[config.mk]
export PLATFORM = sky130hd
export DESIGN_NAME = lfu_cache_with_lru_tiebreak
export DESIGN_NICKNAME = d
export VERILOG_FILES = /design/src/hdl/lfu_pkg.sv /design/src/hdl/lfu_store.sv /design/src/hdl/lfu_scan.sv /design/src/hdl/lfu_cache_with_lru_tiebreak.sv
export SDC_FILE = /design/constraint.sdc
export NUM_CORES = 2
export LEC_CHECK = 0
export ABC_AREA = 1
export BUFFER_PORTS_ARGS = -buffer_cell sky130_fd_sc_hd__clkbuf_2
export CORE_MARGIN = 2
export CORE_UTILIZATION = 45
export CTS_BUF_LIST = sky130_fd_sc_hd__clkbuf_8
export DETAILED_ROUTE_END_ITERATION = 7
export HOLD_SLACK_MARGIN = 0.12
export PLACE_DENSITY = 0.66
export SLEW_MARGIN = 30
export SYNTH_ARGS = -nofsm -noshare
export SYNTH_HDL_FRONTEND = slang
export SYNTH_SLANG_ARGS = --single-unit
[constraint.sdc]
create_clock -name clk -period 12.5 [get_ports clk]
set_input_delay 1.25 -clock clk [delete_from_list [all_inputs] [get_ports clk]]
set_output_delay 1.25 -clock clk [all_outputs]
set_load 0.02 [all_outputs]
[src/hdl/lfu_pkg.sv]
// ----------------------------------------------------------------------------
// lfu_pkg: shared types and constants for the LFU cache
// Item layouts for both channels, field widths, opcodes and defaults.
// ----------------------------------------------------------------------------
`default_nettype none

package lfu_pkg;

  localparam int ENTRIES_DEF = 16;
  localparam int COUNT_W_DEF = 16;

  localparam int KEY_W  = 32;
  localparam int DATA_W = 32;
  localparam int CAP_W  = 5;

  localparam logic [CAP_W-1:0] CAP_RESET = 5'd16;

  localparam logic OP_GET = 1'b0;
  localparam logic OP_PUT = 1'b1;

  typedef struct packed {
    logic                     op;
    logic signed [KEY_W-1:0]  key;
    logic signed [DATA_W-1:0] value;
  } in_item_t;

  typedef struct packed {
    logic                     hit;
    logic signed [DATA_W-1:0] read_value;
    logic                     evicted;
    logic signed [KEY_W-1:0]  evicted_key;
  } out_item_t;

  // outcome of one pass of the compare unit
  typedef struct packed {
    logic match;
    logic victim;
    logic free;
  } scan_flags_t;

endpackage

`default_nettype wire

[src/hdl/lfu_store.sv]
// ----------------------------------------------------------------------------
// lfu_store: entry storage for the LFU cache
// Key, data, use count and recency rank memories with registered reads,
// plus a valid flag per entry cleared at reset.
// ----------------------------------------------------------------------------
`default_nettype none

module lfu_store #(
  parameter int MAX_ENTRIES = lfu_pkg::ENTRIES_DEF,
  parameter int COUNT_WIDTH = lfu_pkg::COUNT_W_DEF,
  localparam int AW = (MAX_ENTRIES > 1) ? $clog2(MAX_ENTRIES) : 1,
  localparam int RW = (MAX_ENTRIES > 1) ? $clog2(MAX_ENTRIES) : 1
) (
  input  wire logic                             clk,
  input  wire logic                             rst_n,
  input  wire logic [AW-1:0]                    rd_addr,
  output logic                                  rd_valid,
  output logic [lfu_pkg::KEY_W-1:0]             rd_key,
  output logic [lfu_pkg::DATA_W-1:0]            rd_data,
  output logic [COUNT_WIDTH-1:0]                rd_cnt,
  output logic [RW-1:0]                         rd_rank,
  input  wire logic [AW-1:0]                    wr_addr,
  input  wire logic                             valid_set,
  input  wire logic                             key_we,
  input  wire logic                             data_we,
  input  wire logic                             cnt_we,
  input  wire logic [lfu_pkg::KEY_W-1:0]        wr_key,
  input  wire logic [lfu_pkg::DATA_W-1:0]       wr_data,
  input  wire logic [COUNT_WIDTH-1:0]           wr_cnt,
  input  wire logic                             rank_we,
  input  wire logic [AW-1:0]                    rank_addr,
  input  wire logic [RW-1:0]                    rank_wdata
);

  logic [lfu_pkg::KEY_W-1:0]  key_mem  [MAX_ENTRIES];
  logic [lfu_pkg::DATA_W-1:0] data_mem [MAX_ENTRIES];
  logic [COUNT_WIDTH-1:0]     cnt_mem  [MAX_ENTRIES];
  logic [RW-1:0]              rank_mem [MAX_ENTRIES];

  logic [MAX_ENTRIES-1:0] valid_r;
  logic                   rd_valid_r;

  always_ff @(posedge clk) begin
    if (!rst_n) begin
      valid_r    <= '0;
      rd_valid_r <= 1'b0;
    end else begin
      if (valid_set) begin
        valid_r[wr_addr] <= 1'b1;
      end
      rd_valid_r <= valid_r[rd_addr];
    end
  end

  always_ff @(posedge clk) begin
    if (key_we) begin
      key_mem[wr_addr] <= wr_key;
    end
    if (data_we) begin
      data_mem[wr_addr] <= wr_data;
    end
    if (cnt_we) begin
      cnt_mem[wr_addr] <= wr_cnt;
    end
    if (rank_we) begin
      rank_mem[rank_addr] <= rank_wdata;
    end
    rd_key  <= key_mem[rd_addr];
    rd_data <= data_mem[rd_addr];
    rd_cnt  <= cnt_mem[rd_addr];
    rd_rank <= rank_mem[rd_addr];
  end

  assign rd_valid = rd_valid_r;

endmodule

`default_nettype wire

[src/hdl/lfu_scan.sv]
// ----------------------------------------------------------------------------
// lfu_scan: compare unit for the LFU cache
// Takes one entry per cycle while en is high and tracks the key match, the
// eviction candidate (lowest count, least recent among ties) and the first free slot.
// ----------------------------------------------------------------------------
`default_nettype none

module lfu_scan #(
  parameter int MAX_ENTRIES = lfu_pkg::ENTRIES_DEF,
  parameter int COUNT_WIDTH = lfu_pkg::COUNT_W_DEF,
  localparam int AW = (MAX_ENTRIES > 1) ? $clog2(MAX_ENTRIES) : 1,
  localparam int RW = (MAX_ENTRIES > 1) ? $clog2(MAX_ENTRIES) : 1
) (
  input  wire logic                        clk,
  input  wire logic                        rst_n,
  input  wire logic                        start,
  input  wire logic                        en,
  input  wire logic [AW-1:0]               idx,
  input  wire logic                        valid,
  input  wire logic [lfu_pkg::KEY_W-1:0]   key,
  input  wire logic [lfu_pkg::DATA_W-1:0]  data,
  input  wire logic [COUNT_WIDTH-1:0]      cnt,
  input  wire logic [RW-1:0]               rank,
  input  wire logic [lfu_pkg::KEY_W-1:0]   srch_key,
  output lfu_pkg::scan_flags_t             flags,
  output logic [AW-1:0]                    match_idx,
  output logic [COUNT_WIDTH-1:0]           match_cnt,
  output logic [RW-1:0]                    match_rank,
  output logic [lfu_pkg::DATA_W-1:0]       match_data,
  output logic [AW-1:0]                    vic_idx,
  output logic [RW-1:0]                    vic_rank,
  output logic [lfu_pkg::KEY_W-1:0]        vic_key,
  output logic [AW-1:0]                    free_idx
);

  lfu_pkg::scan_flags_t       flags_r, flags_nxt;
  logic [AW-1:0]              match_idx_r;
  logic [COUNT_WIDTH-1:0]     match_cnt_r;
  logic [RW-1:0]              match_rank_r;
  logic [lfu_pkg::DATA_W-1:0] match_data_r;
  logic [AW-1:0]              vic_idx_r;
  logic [COUNT_WIDTH-1:0]     vic_cnt_r;
  logic [RW-1:0]              vic_rank_r;
  logic [lfu_pkg::KEY_W-1:0]  vic_key_r;
  logic [AW-1:0]              free_idx_r;

  logic is_match, is_victim, is_free;

  always_comb begin
    is_match  = en && valid && (key == srch_key);
    is_victim = en && valid &&
                (!flags_r.victim || (cnt < vic_cnt_r) ||
                 ((cnt == vic_cnt_r) && (rank > vic_rank_r)));
    is_free   = en && !valid && !flags_r.free;
    flags_nxt = flags_r;
    if (start) begin
      flags_nxt = '0;
    end else begin
      if (is_match) begin
        flags_nxt.match = 1'b1;
      end
      if (is_victim) begin
        flags_nxt.victim = 1'b1;
      end
      if (is_free) begin
        flags_nxt.free = 1'b1;
      end
    end
  end

  always_ff @(posedge clk) begin
    if (!rst_n) begin
      flags_r <= '0;
    end else begin
      flags_r <= flags_nxt;
    end
  end

  always_ff @(posedge clk) begin
    if (is_match) begin
      match_idx_r  <= idx;
      match_cnt_r  <= cnt;
      match_rank_r <= rank;
      match_data_r <= data;
    end
    if (is_victim) begin
      vic_idx_r  <= idx;
      vic_cnt_r  <= cnt;
      vic_rank_r <= rank;
      vic_key_r  <= key;
    end
    if (is_free) begin
      free_idx_r <= idx;
    end
  end

  assign flags      = flags_r;
  assign match_idx  = match_idx_r;
  assign match_cnt  = match_cnt_r;
  assign match_rank = match_rank_r;
  assign match_data = match_data_r;
  assign vic_idx    = vic_idx_r;
  assign vic_rank   = vic_rank_r;
  assign vic_key    = vic_key_r;
  assign free_idx   = free_idx_r;

endmodule

`default_nettype wire

[src/hdl/lfu_cache_with_lru_tiebreak.sv]
// ----------------------------------------------------------------------------
// lfu_cache_with_lru_tiebreak: fully associative LFU key/value cache
// Gets and puts with least-frequently-used replacement, least recent first
// among equal use counts.
//
// Usage:
//   in_valid/in_stall/in_data carry one access (op, key, value); a transfer
//   takes place when in_valid is high and in_stall low. out_valid/out_stall/
//   out_data return one result per access: hit, read_value, evicted and
//   evicted_key. cfg_we/cfg_wdata write the capacity register; write it only
//   while no access is in flight.
//   Each access runs through one compare unit that reads one entry per cycle:
//   a search pass, a decision step and, when the recency order changes, a
//   rank pass; a get miss or an ignored put skips the rank pass. One access
//   is in flight at a time; a new one is taken the cycle after the result is
//   registered, even while that result is stalled. A stalled result holds;
//   a finished access then waits until it can load. Reset empties the cache
//   and sets capacity to 16.
// ----------------------------------------------------------------------------
`default_nettype none

module lfu_cache_with_lru_tiebreak #(
  parameter int MAX_ENTRIES = lfu_pkg::ENTRIES_DEF,
  parameter int COUNT_WIDTH = lfu_pkg::COUNT_W_DEF
) (
  input  wire logic                       clk,
  input  wire logic                       rst_n,
  input  wire logic                       in_valid,
  output logic                            in_stall,
  input  wire lfu_pkg::in_item_t          in_data,
  output logic                            out_valid,
  input  wire logic                       out_stall,
  output lfu_pkg::out_item_t              out_data,
  input  wire logic                       cfg_we,
  input  wire logic [lfu_pkg::CAP_W-1:0]  cfg_wdata
);

  localparam int AW = (MAX_ENTRIES > 1) ? $clog2(MAX_ENTRIES) : 1;
  localparam int RW = (MAX_ENTRIES > 1) ? $clog2(MAX_ENTRIES) : 1;
  localparam int IW = $clog2(MAX_ENTRIES + 1);
  localparam logic [IW-1:0] LAST_IDX = IW'(MAX_ENTRIES);

  typedef enum logic [4:0] {
    S_IDLE   = 5'b00001,
    S_SCAN   = 5'b00010,
    S_DECIDE = 5'b00100,
    S_RANK   = 5'b01000,
    S_DONE   = 5'b10000
  } state_t;

  state_t                        state_r, state_nxt;
  logic [IW-1:0]                 idx_r, idx_nxt;
  logic                          cmp_en_r;
  logic [AW-1:0]                 cmp_idx_r;
  logic [lfu_pkg::CAP_W-1:0]     cap_r;
  logic [IW-1:0]                 occ_r;
  lfu_pkg::in_item_t             item_r;
  lfu_pkg::out_item_t            res_r;
  lfu_pkg::out_item_t            out_data_r;
  logic                          out_valid_r, out_valid_nxt;
  logic [AW-1:0]                 upd_slot_r;
  logic [RW-1:0]                 thr_r;
  logic                          all_r;

  logic                          in_xfer, walking, last_step, out_load;
  logic [AW-1:0]                 rd_addr;

  // store read side
  logic                          rd_valid;
  logic [lfu_pkg::KEY_W-1:0]     rd_key;
  logic [lfu_pkg::DATA_W-1:0]    rd_data;
  logic [COUNT_WIDTH-1:0]        rd_cnt;
  logic [RW-1:0]                 rd_rank;

  // compare unit results
  lfu_pkg::scan_flags_t          flags;
  logic [AW-1:0]                 match_idx, vic_idx, free_idx;
  logic [COUNT_WIDTH-1:0]        match_cnt;
  logic [RW-1:0]                 match_rank, vic_rank;
  logic [lfu_pkg::DATA_W-1:0]    match_data;
  logic [lfu_pkg::KEY_W-1:0]     vic_key;

  // decision
  logic                          cap_zero, cap_big, full;
  logic                          dec_upd, dec_all, dec_insert, dec_grow;
  logic                          dec_data_we, dec_cnt_we;
  logic [AW-1:0]                 dec_slot;
  logic [RW-1:0]                 dec_thr;
  logic [COUNT_WIDTH-1:0]        dec_cnt;
  lfu_pkg::out_item_t            dec_res;
  logic                          in_decide;

  // rank pass
  logic                          rank_we;
  logic [RW-1:0]                 rank_wdata;

  assign in_xfer   = (state_r == S_IDLE) && in_valid;
  assign walking   = (state_r == S_SCAN) || (state_r == S_RANK);
  assign last_step = (idx_r == LAST_IDX);
  assign rd_addr   = idx_r[AW-1:0];
  assign out_load  = (state_r == S_DONE) && (!out_valid_r || !out_stall);
  assign in_decide = (state_r == S_DECIDE);

  // -------------------------------------------------------------------------
  // decision from the search pass
  // -------------------------------------------------------------------------
  always_comb begin
    cap_zero = (cap_r == '0);
    cap_big  = (32'(cap_r) > 32'(MAX_ENTRIES));
    full     = (32'(occ_r) >= (cap_big ? 32'(MAX_ENTRIES) : 32'(cap_r)));

    dec_upd     = 1'b0;
    dec_all     = 1'b0;
    dec_insert  = 1'b0;
    dec_grow    = 1'b0;
    dec_data_we = 1'b0;
    dec_cnt_we  = 1'b0;
    dec_slot    = match_idx;
    dec_thr     = match_rank;
    dec_cnt     = (match_cnt == '1) ? match_cnt : match_cnt + COUNT_WIDTH'(1);

    dec_res             = '0;
    dec_res.hit         = flags.match;

    if (item_r.op == lfu_pkg::OP_GET) begin
      if (flags.match) begin
        dec_upd            = 1'b1;
        dec_cnt_we         = 1'b1;
        dec_res.read_value = match_data;
      end else begin
        dec_res.read_value = '1;
      end
    end else if (!cap_zero) begin
      dec_data_we = 1'b1;
      dec_cnt_we  = 1'b1;
      dec_upd     = 1'b1;
      if (!flags.match) begin
        dec_insert = 1'b1;
        dec_cnt    = COUNT_WIDTH'(1);
        if (full) begin
          // reuse the victim's slot; ranks above it stay, those below shift
          dec_slot            = vic_idx;
          dec_thr             = vic_rank;
          dec_res.evicted     = 1'b1;
          dec_res.evicted_key = vic_key;
        end else begin
          dec_slot = free_idx;
          dec_all  = 1'b1;
          dec_grow = 1'b1;
        end
      end
    end
  end

  // -------------------------------------------------------------------------
  // sequencer
  // -------------------------------------------------------------------------
  always_comb begin
    state_nxt = state_r;
    idx_nxt   = idx_r;
    case (state_r)
      S_IDLE: begin
        if (in_valid) begin
          state_nxt = S_SCAN;
          idx_nxt   = '0;
        end
      end
      S_SCAN: begin
        if (last_step) begin
          state_nxt = S_DECIDE;
        end else begin
          idx_nxt = idx_r + IW'(1);
        end
      end
      S_DECIDE: begin
        idx_nxt   = '0;
        state_nxt = dec_upd ? S_RANK : S_DONE;
      end
      S_RANK: begin
        if (last_step) begin
          state_nxt = S_DONE;
        end else begin
          idx_nxt = idx_r + IW'(1);
        end
      end
      S_DONE: begin
        if (out_load) begin
          state_nxt = S_IDLE;
        end
      end
      default: begin
        state_nxt = S_IDLE;
      end
    endcase
  end

  always_comb begin
    out_valid_nxt = out_valid_r && out_stall;
    if (out_load) begin
      out_valid_nxt = 1'b1;
    end
  end

  always_ff @(posedge clk) begin
    if (!rst_n) begin
      state_r     <= S_IDLE;
      idx_r       <= '0;
      cmp_en_r    <= 1'b0;
      cap_r       <= lfu_pkg::CAP_RESET;
      occ_r       <= '0;
      out_valid_r <= 1'b0;
    end else begin
      state_r     <= state_nxt;
      idx_r       <= idx_nxt;
      cmp_en_r    <= walking && !last_step;
      out_valid_r <= out_valid_nxt;
      if (cfg_we) begin
        cap_r <= cfg_wdata;
      end
      if (in_decide && dec_grow) begin
        occ_r <= occ_r + IW'(1);
      end
    end
  end

  always_ff @(posedge clk) begin
    cmp_idx_r <= rd_addr;
    if (in_xfer) begin
      item_r <= in_data;
    end
    if (in_decide) begin
      res_r      <= dec_res;
      upd_slot_r <= dec_slot;
      thr_r      <= dec_thr;
      all_r      <= dec_all;
    end
    if (out_load) begin
      out_data_r <= res_r;
    end
  end

  // -------------------------------------------------------------------------
  // rank pass: the touched slot becomes rank 0, more recent entries (all, on an insert into a free slot) advance
  // -------------------------------------------------------------------------
  always_comb begin
    rank_we = (state_r == S_RANK) && cmp_en_r && rd_valid;
    if (cmp_idx_r == upd_slot_r) begin
      rank_wdata = '0;
    end else if (all_r || (rd_rank < thr_r)) begin
      rank_wdata = rd_rank + RW'(1);
    end else begin
      rank_wdata = rd_rank;
    end
  end

  lfu_store #(
    .MAX_ENTRIES (MAX_ENTRIES),
    .COUNT_WIDTH (COUNT_WIDTH)
  ) u_store (
    .clk        (clk),
    .rst_n      (rst_n),
    .rd_addr    (rd_addr),
    .rd_valid   (rd_valid),
    .rd_key     (rd_key),
    .rd_data    (rd_data),
    .rd_cnt     (rd_cnt),
    .rd_rank    (rd_rank),
    .wr_addr    (dec_slot),
    .valid_set  (in_decide && dec_insert),
    .key_we     (in_decide && dec_insert),
    .data_we    (in_decide && dec_data_we),
    .cnt_we     (in_decide && dec_cnt_we),
    .wr_key     (item_r.key),
    .wr_data    (item_r.value),
    .wr_cnt     (dec_cnt),
    .rank_we    (rank_we),
    .rank_addr  (cmp_idx_r),
    .rank_wdata (rank_wdata)
  );

  lfu_scan #(
    .MAX_ENTRIES (MAX_ENTRIES),
    .COUNT_WIDTH (COUNT_WIDTH)
  ) u_scan (
    .clk        (clk),
    .rst_n      (rst_n),
    .start      (in_xfer),
    .en         ((state_r == S_SCAN) && cmp_en_r),
    .idx        (cmp_idx_r),
    .valid      (rd_valid),
    .key        (rd_key),
    .data       (rd_data),
    .cnt        (rd_cnt),
    .rank       (rd_rank),
    .srch_key   (item_r.key),
    .flags      (flags),
    .match_idx  (match_idx),
    .match_cnt  (match_cnt),
    .match_rank (match_rank),
    .match_data (match_data),
    .vic_idx    (vic_idx),
    .vic_rank   (vic_rank),
    .vic_key    (vic_key),
    .free_idx   (free_idx)
  );

  assign in_stall  = (state_r != S_IDLE);
  assign out_valid = out_valid_r;
  assign out_data  = out_data_r;

endmodule

`default_nettype wire

Word level (Yosys, flattened, before mapping)
Memory sizes are Yosys's and may differ from the RTL's. A register that Yosys moved wholly into a read port is not among the register bits.
Cells that the tools add are included.
{"block": "word_totals", "register_bits": 368, "inputBits": 75, "n_memories": 4, "ram_bits": 1344, "wordCells": 158, "output_inout_bits": 68}
{"memory": "u_store.data_mem", "words": 16, "word_bits": 32, "read_ports": 1, "rd_ports_with_merged_regs": 1, "write_ports": 1, "line_no": "lfu_store.sv:36", "rtl": "logic [lfu_pkg::DATA_W-1:0] data_mem [MAX_ENTRIES];"}
{"memory": "u_store.key_mem", "words": 16, "word_bits": 32, "read_ports": 1, "rd_ports_with_merged_regs": 1, "write_ports": 1, "line_no": "lfu_store.sv:35", "rtl": "logic [lfu_pkg::KEY_W-1:0] key_mem [MAX_ENTRIES];"}
{"memory": "u_store.cnt_mem", "words": 16, "word_bits": 16, "read_ports": 1, "rd_ports_with_merged_regs": 1, "write_ports": 1, "line_no": "lfu_store.sv:37", "rtl": "logic [COUNT_WIDTH-1:0] cnt_mem [MAX_ENTRIES];"}
{"memory": "u_store.rank_mem", "words": 16, "word_bits": 4, "read_ports": 1, "rd_ports_with_merged_regs": 1, "write_ports": 1, "line_no": "lfu_store.sv:38", "rtl": "logic [RW-1:0] rank_mem [MAX_ENTRIES];"}
{"block": "op_classes", "mux": 50, "order_cmp": 8, "n_addsub": 4, "bitwise": 4, "n_reduce_logical": 37, "n_eq_ne": 16}
{"operator": "16-bit two-way mux", "count": 4}
{"operator": "4-bit two-way mux", "count": 10}
{"operator": "5-bit two-way mux", "count": 8}
{"operator": "33-bit two-way mux", "count": 1}
{"operator": "32-bit equality test", "count": 1}
{"operator": "32-bit two-way mux", "count": 1}
{"operator": "5-bit case mux with 5 select lines", "count": 1}
{"operator": "1-bit two-way mux", "count": 22}
{"operator": "1-bit logical AND", "count": 18}
{"operator": "16-bit by 1-bit adder with 16-bit output (second input constant)", "count": 1}
{"operator": "16-bit equality test", "count": 1}
{"operator": "16-bit equality test (second input constant)", "count": 1}
{"operator": "16-bit less-than comparator", "count": 1}
{"operator": "16-bit bitwise OR", "count": 1}
{"operator": "5-bit case mux with 3 select lines", "count": 1}
{"operator": "5-bit by 1-bit adder with 5-bit output (second input constant)", "count": 2}
{"operator": "5-bit equality test (second input constant)", "count": 2}
{"operator": "4-bit by 5-bit less-than comparator with 1-bit output (second input constant)", "count": 2}
{"operator": "2-bit inequality test (second input constant)", "count": 5}
{"operator": "1-bit zero test", "count": 6}
{"operator": "5-bit by 1-bit equality test with 1-bit output (second input constant)", "count": 1}
{"operator": "5-bit by 2-bit equality test with 1-bit output (second input constant)", "count": 1}
{"operator": "5-bit by 3-bit equality test with 1-bit output (second input constant)", "count": 1}
{"operator": "5-bit by 4-bit equality test with 1-bit output (second input constant)", "count": 1}
{"operator": "other kinds (19)", "count": 26}

Longest topological paths before layout
{"block": "logic_depth", "depth_word": 12, "ltp_mapped": 17}

Modules after synthesis
From an unflattened synthesis, not the netlist that was laid out.
{"block": "unflattened", "cells_unflattened": 5348, "area_unflattened_um2": 69704.4}
{"module": "lfu_store", "seq_area_each_um2": 42380.6, "instances": 1, "area_each_um2": 55542.0, "cells_each": 4213}
{"module": "lfu_cache_with_lru_tiebreak", "seq_area_each_um2": 6706.4, "instances": 1, "area_each_um2": 9148.8, "cells_each": 713}
{"module": "lfu_scan", "seq_area_each_um2": 3543.4, "instances": 1, "area_each_um2": 5013.6, "cells_each": 422}

Worst setup path before layout
Ideal clock, no wire load.
{"block": "synth_timing", "path_type": "in2reg", "from": "in out_stall", "to": "reg out_data_r, in the netlist out_data[0] (enable)", "required_ns": 12.010, "setup_ns": 0.490, "stages": 3, "arrival_ns": 4.120, "setup_slack_ns": 7.890, "path_buffers": 0, "cell_sequence": "nand2_1 > inv_1 > nor2_1"}
{"block": "synth_between", "elab_chain_len": 3}
{"item": "start, declared", "line_no": "lfu_cache_with_lru_tiebreak.sv:32", "rtl": "input wire logic out_stall,"}
{"item": "1-bit zero test", "line_no": "lfu_cache_with_lru_tiebreak.sv:101", "rtl": "assign out_load = (state_r == S_DONE) && (!out_valid_r || !out_stall);"}
{"item": "1-bit logical OR", "line_no": "lfu_cache_with_lru_tiebreak.sv:101"}
{"item": "1-bit logical AND", "line_no": "lfu_cache_with_lru_tiebreak.sv:101"}
{"item": "net out_load", "line_no": "lfu_cache_with_lru_tiebreak.sv:65", "rtl": "logic in_xfer, walking, last_step, out_load;"}
{"item": "end signal, assigned", "line_no": "lfu_cache_with_lru_tiebreak.sv:238", "rtl": "out_data_r <= res_r;"}
{"item": "end, declared", "line_no": "lfu_cache_with_lru_tiebreak.sv:59", "rtl": "lfu_pkg::out_item_t out_data_r;"}
The timed path passes the listed nets, and every way through them passes these cells.
A chain may end at the register's enable or synchronous reset.

Worst setup path after layout
{"block": "layout_timing", "from": "reg item_r[64] (netlist name)", "to": "mem u_store.key_mem[14][24] (netlist name) (enable)"}
{"block": "layout_between", "elab_chain_len": 4}
{"item": "start, declared", "line_no": "lfu_cache_with_lru_tiebreak.sv:57", "rtl": "lfu_pkg::in_item_t item_r;"}
{"item": "start signal, assigned", "line_no": "lfu_cache_with_lru_tiebreak.sv:229", "rtl": "item_r <= in_data;"}
{"item": "1-bit two-way mux", "line_no": "lfu_cache_with_lru_tiebreak.sv:125", "rtl": "if (item_r.op == lfu_pkg::OP_GET) begin"}
{"item": "1-bit logical AND", "line_no": "lfu_cache_with_lru_tiebreak.sv:270", "rtl": ".key_we (in_decide && dec_insert),"}
{"item": "1-bit two-way mux", "line_no": "lfu_store.sv:56", "rtl": "if (key_we) begin"}
{"item": "1-bit two-way mux (not written as such)", "line_no": "lfu_store.sv:57", "rtl": "key_mem[wr_addr] <= wr_key;"}
{"item": "end, declared", "line_no": "lfu_store.sv:35"}
Parallel ways exist; a longest one is shown, timed or not.

==> qor.yml <==
sta:
  finalClockSkew_ns: 0.0898
  fmax_ghz: 0.252
  tns_ns: 0
  fin_crit_ns: 3.97
  slew_viol_final: 0
  slew_headroom: 0.277
  fin_crit_sh: 0.318
  setup_viol: 0
  rsz0062_at_grt: "false"
  worst-slew-pin-transition_ns: 1.08
  hold_violations: 0
  final.setup.worst_slack_ns: 8.53
critical_path:
  r2r_slack_ns: 8.53
  critPathKind: "reg -> reg"
  cp_common_cell: "inv_2"
  startpoint_type: "register"
  path_cells: "buf_4 > nand2_2 > nor2_4 > inv_2 > nor2_1 > nand3_1 > inv_2"
  crit_arrival_ns: 4.55
  timing.rr.start: "item_r[64]"
  critPathMaxStageDelay_ns: 0.80
  cp_slowest_cell: "nor2_1"
  cp-end-kind: "register"
  cp_data_required_time_ns: 13.08
  reg2reg_depth: 7
  r2r_end: "u_store.key_mem[14][24]"
  cp_max_fo: 34
finish:
  drive_above_1_share: 0.134
  fin_area_sq_um: 76200
  num-nets-final: 5305
  area_growth_pct: 12.9
cts:
  cts_root_buf: "clkbuf_8"
  cts_sinks: 1796
  clk_latency_ns: 1.01
  holdBufCountCts: 0
  cts_buffer_depth: 4
  cts_resized: 0
  cts_tree: "done"
  numCtsBuffers: 297
  cts_setup_buffers: 0
  clkTransAtPathRegs_ns: 0.06
  htreeDepth: 5
synthesis:
  synthAdderAreaFrac: 0.00612
  syn-num-nets: 5065
  synth-compound-area-share: 0.0898
  synth_warnings: 0
  syn_area_sq_um: 67500
  synth.area.mux_share: 0
  syn_area_per_cell_sq_um: 13.6
  synth-simple-area-share: 0.0935
  ys_ff_latch: 1796
  ys_types: 45
  synthXorXnorAreaFrac: 0.00506
  synth-seq-area-share: 0.780
  synth_top_family_by_area: "simple AND/OR/NAND/NOR gates"
  syn_inst: 4957
floorplan:
  pin_count: 143
  die_y_um: 391
  core.rowCount: 142
  start_util: 0.452
  coreArea_sq_um: 149000
  dieArea_sq_um: 153000
  die_w_um: 391
placement:
  dp.final_hpwl_um: 83700
  pre_cts_ws_ns: 8.58
  place_area_sq_um: 70600
  io_buffers: 142
  gp_congestion: 0.811
drt:
  drc: 0
  route.detailed.wl_per_inst_um: 22.4
  route.vias.total: 41100
  drtPass1Iterations: 7
  via_per_inst: 5.53
  ant_nets: 0
  drt_wl_total_um: 166000
  drtIter0Drc: 4313
global_routing:
  grt_start_max_net_pins: 209
  grt_pass1_vias: 39700
  grt.overflow.total: 0
  antenna_found_initial: 1
  gr-usage-all-layers: 0.215
  grt_pass1_wl_um: 247000
power:
  pwr-share-seq: 0.552
  intPower_w: 0.00978
  switching_share: 0.246
  finalPower_w: 0.0130
  p_per_area_nw_per_um2: 170
  ir_drop_mv: 0.113
  p_clk_frac: 0.370
  p_leak_nw: 25.9
  combPwrFrac: 0.078
  switching_power_w: 0.00319
min_path:
  min_delay_worst_endpoint: "u_scan.match_data[6]"
  min_from: "u_store.rd_data[6]"
  hold_path.class: "reg -> reg"
  hold_depth: 0
run_status:
  outcome: "complete, no violations"
run:
  maxCapViolCount: 0
-- power groups by stage --
| stage | Sequential (W) | Combinational (W) | Clock, W |
|---|---|---|---|
| after floorplan | 0.00718 | 0.000705 | 0 |
| after global placement | 0.00728 | 0.000977 | 0 |
| final | 0.00716 | 0.00101 | 0.00481 |
| after global routing | 0.00719 | 0.00112 | 0.00516 |
| after CTS | 0.00716 | 0.00101 | 0.00490 |
| after detailed placement | 0.00728 | 0.00100 | 0 |
-- cell usage in the layout, fill, tap and decap left out, types with 32 or more instances in the layout --
master / n
edfxtp_1: 1666
buf_4: 78
clkbuf_2: 142
a21oi_1: 47
o21ai_0: 704
ha_1: 33
clkinv_1: 37
dfxtp_1: 128
xnor2_1: 32
nand4_1: 108
clkbuf_8: 335
nor2_1: 851
inv_1: 242
nand2_1: 437
o22ai_1: 339
-- stage by stage --
stage	util	instances	hold WS (ns)
2_1_floorplan	-	4957	0.329
3_3_place_gp	0.472	6914	0.387
3_5_place_dp	0.473	6914	0.389
4_1_cts	0.510	7429	0.313
5_1_grt	0.510	7431	0.361
6_report	0.510	7431	0.391
-- Yosys cell counts --
cell type	count	area share
nor3_1	16	0.0012
o21a_1	1	0.00011
nor4_1	3	0.00028
a211oi_1	2	0.00022
a221o_1	1	0.00015
and2_2	1	0.00011
ha_1	33	0.0061
nor2_4	3	0.00050
or2_4	1	0.00013
or2_2	1	0.000093
nand2_2	11	0.0010
and3_1	1	0.000093
dfxtp_1	130	0.039
buf_4	1	0.00011
nor2_1	890	0.049
o22ai_1	339	0.031
o211ai_1	3	0.00033
buf_6	2	0.00033
xnor2_1	32	0.0042
buf_1	9	0.00050
clkinv_1	2	0.00011
nand2_1	439	0.024
nand3_2	4	0.00059
o21ai_1	1	0.000074
a41oi_1	1	0.00013
xor2_1	7	0.00091
a21oi_1	49	0.0036
o21ai_0	704	0.052
inv_1	142	0.0079
nor3_2	7	0.0010
a31oi_1	3	0.00028
buf_2	47	0.0035
o21bai_1	4	0.00044
nor3_4	1	0.00024
a21oi_2	2	0.00026
nor3b_1	1	0.00011
nand4_1	108	0.010
edfxtp_1	1666	0.74
inv_2	14	0.00078
nand2_4	4	0.00067
nand3_1	27	0.0020
nor2_2	13	0.0012
a311oi_1	4	0.00052
nand3_4	1	0.00026
clkbuf_1	226	0.013
-- logic make-up after synthesis --
group	count (synthesis)
buffers and inverters	443
flip-flops	1796
AND/OR/NAND/NOR	1532
adder cells (fa/ha/maj)	33
AO/OA/AOI/OAI	1114
XOR/XNOR	39
-- final cells by class --
| class | count | area (sq um) |
|---|---|---|
| timing repair buffer | 226 | 1390 |
| tap | 2016 | 2520 |
| multi-input combinational | 2718 | 13500 |
| inverter | 158 | 633 |
| clock buffer | 335 | 4610 |
| fill | 12500 | 73200 |
| clock inverter | 180 | 910 |
| sequential | 1796 | 52600 |
| antenna | 2 | 5.00 |
-- worst max path at each step --
stage / start / to / slack (ns)
after floorplan: out_stall / out_data[0] / 7.89
after global placement: item_r[64] / u_store.key_mem[7][11] / 8.64
after detailed placement: item_r[64] / u_store.key_mem[14][9] / 8.58
after CTS: item_r[64] / u_store.key_mem[14][18] / 8.60
after global routing: item_r[64] / u_store.key_mem[14][18] / 8.32
final: item_r[64] / u_store.key_mem[14][24] / 8.53
-- flip-flops by register name, indices dropped and copies added (netlist names), 5 cells and up --
| signal | cells |
|---|---|
| u_store.rd_cnt | 16 |
| res_r | 66 |
| state_r | 5 |
| u_store.rank_mem | 64 |
| u_store.rd_key | 32 |
| u_store.valid_r | 16 |
| u_scan.match_cnt | 16 |
| item_r | 65 |
| occ_r | 5 |
| out_data | 66 |
| u_scan.match_data | 32 |
| u_scan.vic_key | 32 |
| u_store.cnt_mem | 256 |
| idx_r | 5 |
| cap_r | 5 |
| u_store.data_mem | 512 |
| u_store.key_mem | 512 |
| u_store.rd_data | 32 |
| u_scan.vic_cnt_r | 16 |
-- layer usage --
metal,part of all wire,routed length [um],track usage,vias up
met5,0,0,0,-
met1,0.42,69900,0.296,20500
met4,0.029,4810,0.0793,0
li1,-,-,-,18600
met3,0.079,13200,0.0414,315
met2,0.47,78500,0.341,1732
-- worst max-delay path: cells and delay by family (launching register included) --
kind	cells	cell delay, ns
simple gates	4	1.78
buf+inv	3	1.45
flops	1	0.32
(Power assumes the default switching activity.)
